==> config.mk <==
export PLATFORM = sky130hd
export DESIGN_NAME = signed_word_sorter
export DESIGN_NICKNAME = d
export VERILOG_FILES = /design/src/sws_pkg.sv /design/src/sws_ram.sv /design/src/signed_word_sorter.sv
export VERILOG_INCLUDE_DIRS = /design/src /design/src/src
export SDC_FILE = /design/constraint.sdc
export NUM_CORES = 2
export LEC_CHECK = 0
export BUFFER_PORTS_ARGS = -buffer_cell sky130_fd_sc_hd__buf_2
export CORE_MARGIN = 5
export CORE_UTILIZATION = 43
export CTS_CLUSTER_DIAMETER = 40
export DETAILED_ROUTE_END_ITERATION = 12
export GPL_TIMING_DRIVEN = 0
export SYNTH_ARGS = -nofsm -noshare
export SYNTH_HDL_FRONTEND = slang
export SYNTH_SLANG_ARGS = --single-unit
==> constraint.sdc <==
create_clock -name clk -period 4.9 [get_ports clk]
set_input_delay 0.245 -clock clk [delete_from_list [all_inputs] [get_ports clk]]
set_output_delay 0.245 -clock clk [all_outputs]
set_load 0.01 [all_outputs]
==> src/signed_word_sorter_defines.svh <==
// Assertion macros used by the sorter RTL.
`ifndef SIGNED_WORD_SORTER_DEFINES_SVH
`define SIGNED_WORD_SORTER_DEFINES_SVH

// Same-cycle implication, sampled on clk, off during reset.
`define SWS_ASSERT_NOW(label, ante, cons, msg) \
    label: assert property (@(posedge clk) disable iff (!rst_n) (ante) |-> (cons)) \
        else $error(msg);

// Next-cycle implication, sampled on clk, off during reset.
`define SWS_ASSERT_NEXT(label, ante, cons, msg) \
    label: assert property (@(posedge clk) disable iff (!rst_n) (ante) |=> (cons)) \
        else $error(msg);

`endif

==> src/sws_pkg.sv <==
// Package: beat types and defaults for the signed word sorter.
package sws_pkg;

    // Default list capacity
    localparam int DEPTH_DEF = 64;
    localparam int WORD_W    = 32;

    // Input beat
    typedef struct packed {
        logic signed [WORD_W-1:0] value;
        logic                     last;
    } sws_in_t;

    // Result beat
    typedef struct packed {
        logic signed [WORD_W-1:0] sorted_value;
        logic                     final_res;
        logic                     overflowed;
    } sws_out_t;

endpackage

==> src/sws_ram.sv <==
// Generic simple dual-port RAM: one write port, one registered read port.
module sws_ram #(
    parameter int WIDTH = 32,
    parameter int DEPTH = 64
) (
    input  logic                     clk,
    input  logic                     we,
    input  logic [$clog2(DEPTH)-1:0] waddr,
    input  logic [WIDTH-1:0]         wdata,
    input  logic [$clog2(DEPTH)-1:0] raddr,
    output logic [WIDTH-1:0]         rdata
);

    logic [WIDTH-1:0] mem [DEPTH];

    // Write, then registered read
    always_ff @(posedge clk)
    begin
        if (we)
        begin
            mem[waddr] <= wdata;
        end
        rdata <= mem[raddr];
    end

endmodule

==> src/signed_word_sorter.sv <==
// Top level: collects a list of signed words and returns it in ascending order.
//
// Usage:
//   Input channel: drive item (value, last) with start high; the beat is taken
//   at a rising edge where start is high and busy is low. While loading, busy
//   stays low. Words past DEPTH are dropped and every result of that list
//   then has overflowed set.
//   The beat with last set starts the sort: busy rises and the list (n words)
//   is sorted by an exchange sort over the word RAM. Row i keeps the
//   running minimum in a pivot register and scans entries i+1..n-1, one RAM
//   read and at most one swap write per cycle; at the end of each row the
//   minimum is emitted, so results come out in ascending order during the sort.
//   Each row reads entry i through the registered RAM read port (RD_PIV,
//   GET_PIV) and then scans (SCAN); the last row has no scan. The next list
//   may start on the cycle the final result is shown.
//   Results: strobe is high for exactly one cycle per result; final_res marks
//   the largest word. The receiver cannot stall. Reset clears the word count,
//   the overflow flag and the controller; RAM contents are not cleared.
`include "signed_word_sorter_defines.svh"

module signed_word_sorter
    import sws_pkg::*;
#(
    parameter int DEPTH = DEPTH_DEF
) (
    input  logic     clk,
    input  logic     rst_n,
    input  logic     start,
    input  sws_in_t  item,
    output logic     busy,
    output logic     strobe,
    output sws_out_t result
);

    localparam int AW = $clog2(DEPTH);
    localparam int CW = $clog2(DEPTH + 1);

    typedef enum logic [1:0] {
        IDLE,
        RD_PIV,
        GET_PIV,
        SCAN
    } state_t;

    state_t                   state_reg, state_next;
    logic [CW-1:0]            cnt_reg, cnt_next;
    logic                     drop_reg, drop_next;
    logic [AW-1:0]            i_reg, i_next;
    logic [AW-1:0]            j_reg, j_next;
    logic signed [WORD_W-1:0] piv_reg, piv_next;
    logic                     strobe_reg, strobe_next;
    sws_out_t                 result_reg, result_next;

    // RAM ports
    logic                     we;
    logic [AW-1:0]            waddr;
    logic [WORD_W-1:0]        wdata;
    logic [AW-1:0]            raddr;
    logic [WORD_W-1:0]        rdata;
    logic signed [WORD_W-1:0] rd_word;

    logic [CW-1:0]            i_plus1;
    logic [CW-1:0]            j_plus1;
    logic                     swap;
    logic signed [WORD_W-1:0] piv_low;

    sws_ram #(
        .WIDTH (WORD_W),
        .DEPTH (DEPTH)
    ) u_ram (
        .clk   (clk),
        .we    (we),
        .waddr (waddr),
        .wdata (wdata),
        .raddr (raddr),
        .rdata (rdata)
    );

    assign rd_word = $signed(rdata);
    assign i_plus1 = CW'(i_reg) + CW'(1);
    assign j_plus1 = CW'(j_reg) + CW'(1);
    assign swap    = piv_reg > rd_word;
    assign piv_low = swap ? rd_word : piv_reg;

    // Next-state, RAM control and result selection
    always_comb
    begin
        state_next  = state_reg;
        cnt_next    = cnt_reg;
        drop_next   = drop_reg;
        i_next      = i_reg;
        j_next      = j_reg;
        piv_next    = piv_reg;
        strobe_next = 1'b0;
        result_next = result_reg;
        we          = 1'b0;
        waddr       = j_reg;
        wdata       = piv_reg;
        raddr       = i_reg;

        unique case (state_reg)
            IDLE:
            begin
                if (start)
                begin
                    if (cnt_reg < CW'(DEPTH))
                    begin
                        we       = 1'b1;
                        waddr    = cnt_reg[AW-1:0];
                        wdata    = item.value;
                        cnt_next = cnt_reg + CW'(1);
                    end
                    else
                    begin
                        drop_next = 1'b1;
                    end
                    if (item.last)
                    begin
                        i_next     = '0;
                        state_next = RD_PIV;
                    end
                end
            end
            RD_PIV:
            begin
                raddr      = i_reg;
                state_next = GET_PIV;
            end
            GET_PIV:
            begin
                piv_next = rd_word;
                if (i_plus1 < cnt_reg)
                begin
                    raddr      = i_plus1[AW-1:0];
                    j_next     = i_plus1[AW-1:0];
                    state_next = SCAN;
                end
                else
                begin
                    // last row: the remaining word is the largest
                    strobe_next              = 1'b1;
                    result_next.sorted_value = rd_word;
                    result_next.final_res    = 1'b1;
                    result_next.overflowed   = drop_reg;
                    cnt_next                 = '0;
                    drop_next                = 1'b0;
                    state_next               = IDLE;
                end
            end
            SCAN:
            begin
                // swap out of order pair: larger pivot goes to entry j
                if (swap)
                begin
                    we    = 1'b1;
                    waddr = j_reg;
                    wdata = piv_reg;
                end
                piv_next = piv_low;
                if (j_plus1 < cnt_reg)
                begin
                    raddr  = j_plus1[AW-1:0];
                    j_next = j_plus1[AW-1:0];
                end
                else
                begin
                    // row done: pivot is the minimum of the rest
                    strobe_next              = 1'b1;
                    result_next.sorted_value = piv_low;
                    result_next.final_res    = 1'b0;
                    result_next.overflowed   = drop_reg;
                    i_next                   = i_plus1[AW-1:0];
                    state_next               = RD_PIV;
                end
            end
            default:
            begin
                state_next = IDLE;
            end
        endcase
    end

    // State and registered outputs
    always_ff @(posedge clk or negedge rst_n)
    begin
        if (!rst_n)
        begin
            state_reg  <= IDLE;
            cnt_reg    <= '0;
            drop_reg   <= 1'b0;
            i_reg      <= '0;
            j_reg      <= '0;
            piv_reg    <= '0;
            strobe_reg <= 1'b0;
            result_reg <= '0;
        end
        else
        begin
            state_reg  <= state_next;
            cnt_reg    <= cnt_next;
            drop_reg   <= drop_next;
            i_reg      <= i_next;
            j_reg      <= j_next;
            piv_reg    <= piv_next;
            strobe_reg <= strobe_next;
            result_reg <= result_next;
        end
    end

    assign busy   = state_reg != IDLE;
    assign strobe = strobe_reg;
    assign result = result_reg;

    // Checks
    `SWS_ASSERT_NOW(a_cnt_range, 1'b1, cnt_reg <= CW'(DEPTH),
        "word count beyond capacity")
    `SWS_ASSERT_NOW(a_final_clears, strobe_reg && result_reg.final_res,
        cnt_reg == '0 && !drop_reg && state_reg == IDLE,
        "list state not cleared after final result")
    `SWS_ASSERT_NOW(a_mid_busy, strobe_reg && !result_reg.final_res, busy,
        "sorter idle after a non-final result")
    `SWS_ASSERT_NOW(a_scan_bounds, state_reg == SCAN,
        j_reg > i_reg && CW'(j_reg) < cnt_reg, "scan index out of row")
    `SWS_ASSERT_NOW(a_no_collide, state_reg == SCAN && we, waddr != raddr,
        "swap write and read hit the same entry")

endmodule
==> flow_summary.toml <==
[outcome]
status = "complete, but fails checks"
violations = "max-capacitance violations, negative setup slack"

[global_route]
grt_pass1_wl_um = 374000
grt_overflow = 0
antenna_found_initial = 13
grt_pass1_vias = 52166
grt_start_max_net_pins = 68
grt_usage = 0.245

[sta]
fmax_mhz = 202
period_needed_ns = 4.95
setup_violations = 7
hold_viol = 0
maxSlewViolCount = 0
worst_clock_skew_ns = 0.0671
worst_pin_slew_ns = 1.49
fin_crit_sh = 1.01
worst_slack_ns = -0.0518
max_slew_margin = 0.00770
rsz0062_at_grt = "true"

[clocking]
root_buffer = "clkbuf_16"
clkTransAtPathRegs_ns = 0.05
h-tree-depth = 5
clk_latency_ns = 0.94
cts_tree = "built"
numCtsBuffers = 323
clock_sinks = 2169
clockBufferDepth = 4

[route]
wl_per_cell_um = 29.5
vias_per_cell = 5.88
wl_met3_um = 23100
antenna_left = 0
dr_wl_met2_um = 121000
wirelength_um = 264000
top_layer = "met4"
drcViolationCount = 0
wl_met1_um = 106000
dr_total_vias = 52587
drtIter0Drc = 6618
first_pass_iters = 6

[floorplan]
fp.dieArea_um2 = 212000
fp.dieH_um = 461
io_pins = 72
rows = 165
core_area_um2 = 202000
fp.dieW_um = 461
start_util = 0.432

[power]
seqPwrFrac = 0.355
p_per_area_nw_per_um2 = 642
power_mw = 69.3
switching_share = 0.341
p_comb_frac = 0.317
p_int_mw = 45.7
ir_worst_vdd_v = 0.000555
leakage_nw = 39.2
clock_power_share = 0.328
p_switching_mw = 23.7

[synth]
syn_nets = 5428
synth_top_area_cell = "edfxtp_1"
syn_avg_cell_area_um2 = 16.4
synthTopCellsByCount = "edfxtp_1, mux2i_1, nand2_1, nor2_1, a21oi_1"
synth_edf_count = 2048
ys_ff_latch = 2169
synth_seq_area_share = 0.737
async_flop_share = 0.0410
synth.area.top_cells = "edfxtp_1, mux2i_1, mux4_2"
yosysUniqueCellTypes = 76
synthFlopType = "edfxtp_1"
yosysWarnings = 0
synth_cells = 5341
synth_most_common_cell = "edfxtp_1"
synth_top_area_share = 0.704
syn-cell-area_um2 = 87400

[layout]
largest_reg_flops = 2048
syn2layout_area_growth_pct = 23.6
final_core_util = 0.534
final_net_count = 6107
drive_gt1_frac = 0.259

[place]
dp_hpwl_um = 185000
pre_cts_slack_ns = -2.22
portBuffers = 71
globalplace.congestion = 1.01

[critical_path]
cp-end-kind = "flip-flop"
crit_path_start_kind = "flip-flop"
cp.arrival_ns = 5.70
required_ns = 5.65
critPathKind = "flip-flop to flip-flop"
cp_max_fo = 10

[min_path]
holdCritPathClass = "input pin to flip-flop"

[job]
drv_cap = 1
## metrics by stage
step / TNS [ns] / hold WS, ns / std cells / cell area [um2]
2_1_floorplan: 0 / -0.0506 / 5341 / 87400
3_3_place_gp: -6406.32 / 0.488 / 8084 / 91100
3_5_place_dp: -66.46 / 0.180 / 8314 / 94500
4_1_cts: -0.0721 / 0.0146 / 8919 / 107000
5_1_grt: -0.694 / 0.0403 / 8938 / 108000
6_report: -0.0668 / 0.0536 / 8947 / 108000
## final timing paths
kind | startpoint | to | slack, ns | cells past startpoint
setup / recovery | j_reg[0] | u_ram.rdata[10] | -0.05 | 19
hold / removal | item[15] | u_ram.mem[60][14] | 0.05 | 3
setup reg to reg | j_reg[0] | u_ram.rdata[10] | -0.05 | 19
hold reg to reg | result[0] | result[0] | 0.51 | 1
max in group asynchronous | rst_n | piv_reg[6] | 4.08 | 4
min in group asynchronous | rst_n | j_reg[4] | 0.43 | 4
## area by class of cell
class | instances | area [um2]
fill | 15937 | 94100
sequential | 2169 | 64400
multi-input combinational | 2769 | 23300
clock buffer | 352 | 8350
timing repair buffer | 362 | 3800
tap | 2672 | 3340
buffer | 344 | 2330
clock inverter | 219 | 2310
inverter | 51 | 191
antenna | 9 | 22.5
## critical path, stage by stage (launching register included)
cell and delay (ns):
dfrtp_2 0.44, ha_2 0.22, nand3_1 0.12, xor2_2 0.19
inv_1 0.06, ha_1 0.30, nand4_1 0.19, a211oi_4 0.08
buf_4 0.15, buf_4 0.15, o311ai_4 0.35, and4_4 0.44
buf_12 0.19, buf_16 0.19, buf_6 0.17, a21oi_1 0.09
a22oi_2 0.24, o211ai_1 0.24, o31a_2 0.52, a221oi_4 0.44
## placed cells by master (no fill, tap or decap), drive strengths merged, types with 34 or more instances in the layout
cell type,instances
a21oi,204
a22o,35
a22oi,63
a32oi,63
and3,68
buf,506
clkbuf,539
clkinv,104
dfrtp,89
edfxtp,2048
ha,51
inv,101
mux2,66
mux2i,603
mux4,126
nand2,531
nand4,110
nor2,213
nor3,73
o211ai,37
o21ai,89
o22ai,34
o311ai,34
o31ai,36
## repair_timing
action / CTS / global route
hold endpoints to repair: 199 / 0
resized for setup: 411 / 242
pin swaps: 36 / 66
gates cloned: 0 / 1
buffers inserted: 25 / 21
endpoints found under the setup margin: 154 / 72
hold buffers: 14 / 0
## power groups by stage
stage	clock (mW)	sequential, mW	combinational, mW
after floorplan	0	25.1	11.2
after global placement	0	25.7	18.8
after detailed placement	0	25.0	20.2
after CTS	23.0	24.6	21.3
after global routing	23.9	24.7	23.1
final	22.7	24.6	22.0
## cells by family (layout without fill, tap and decap cells)
family,count (synthesis),in the layout,share of synthesized area
other,0,9,0
AOI/OAI and AO/OA,847,847,0.0695
adders and majority gates,51,51,0.00730
xor gates and xnor gates,11,11,0.00110
DFF,2169,2169,0.737
buffers and inverters,403,1328,0.0214
muxes,795,795,0.110
and+or+nand+nor,1065,1065,0.0541
## metal layers
| metal | global-route usage | up-vias |
|---|---|---|
| li1 | - | 22610 |
| met1 | 0.338 | 26950 |
| met2 | 0.381 | 2555 |
| met3 | 0.0442 | 472 |
| met4 | 0.111 | 0 |
| met5 | 0 | - |
No activity file was read; power rests on OpenSTA's default activity.
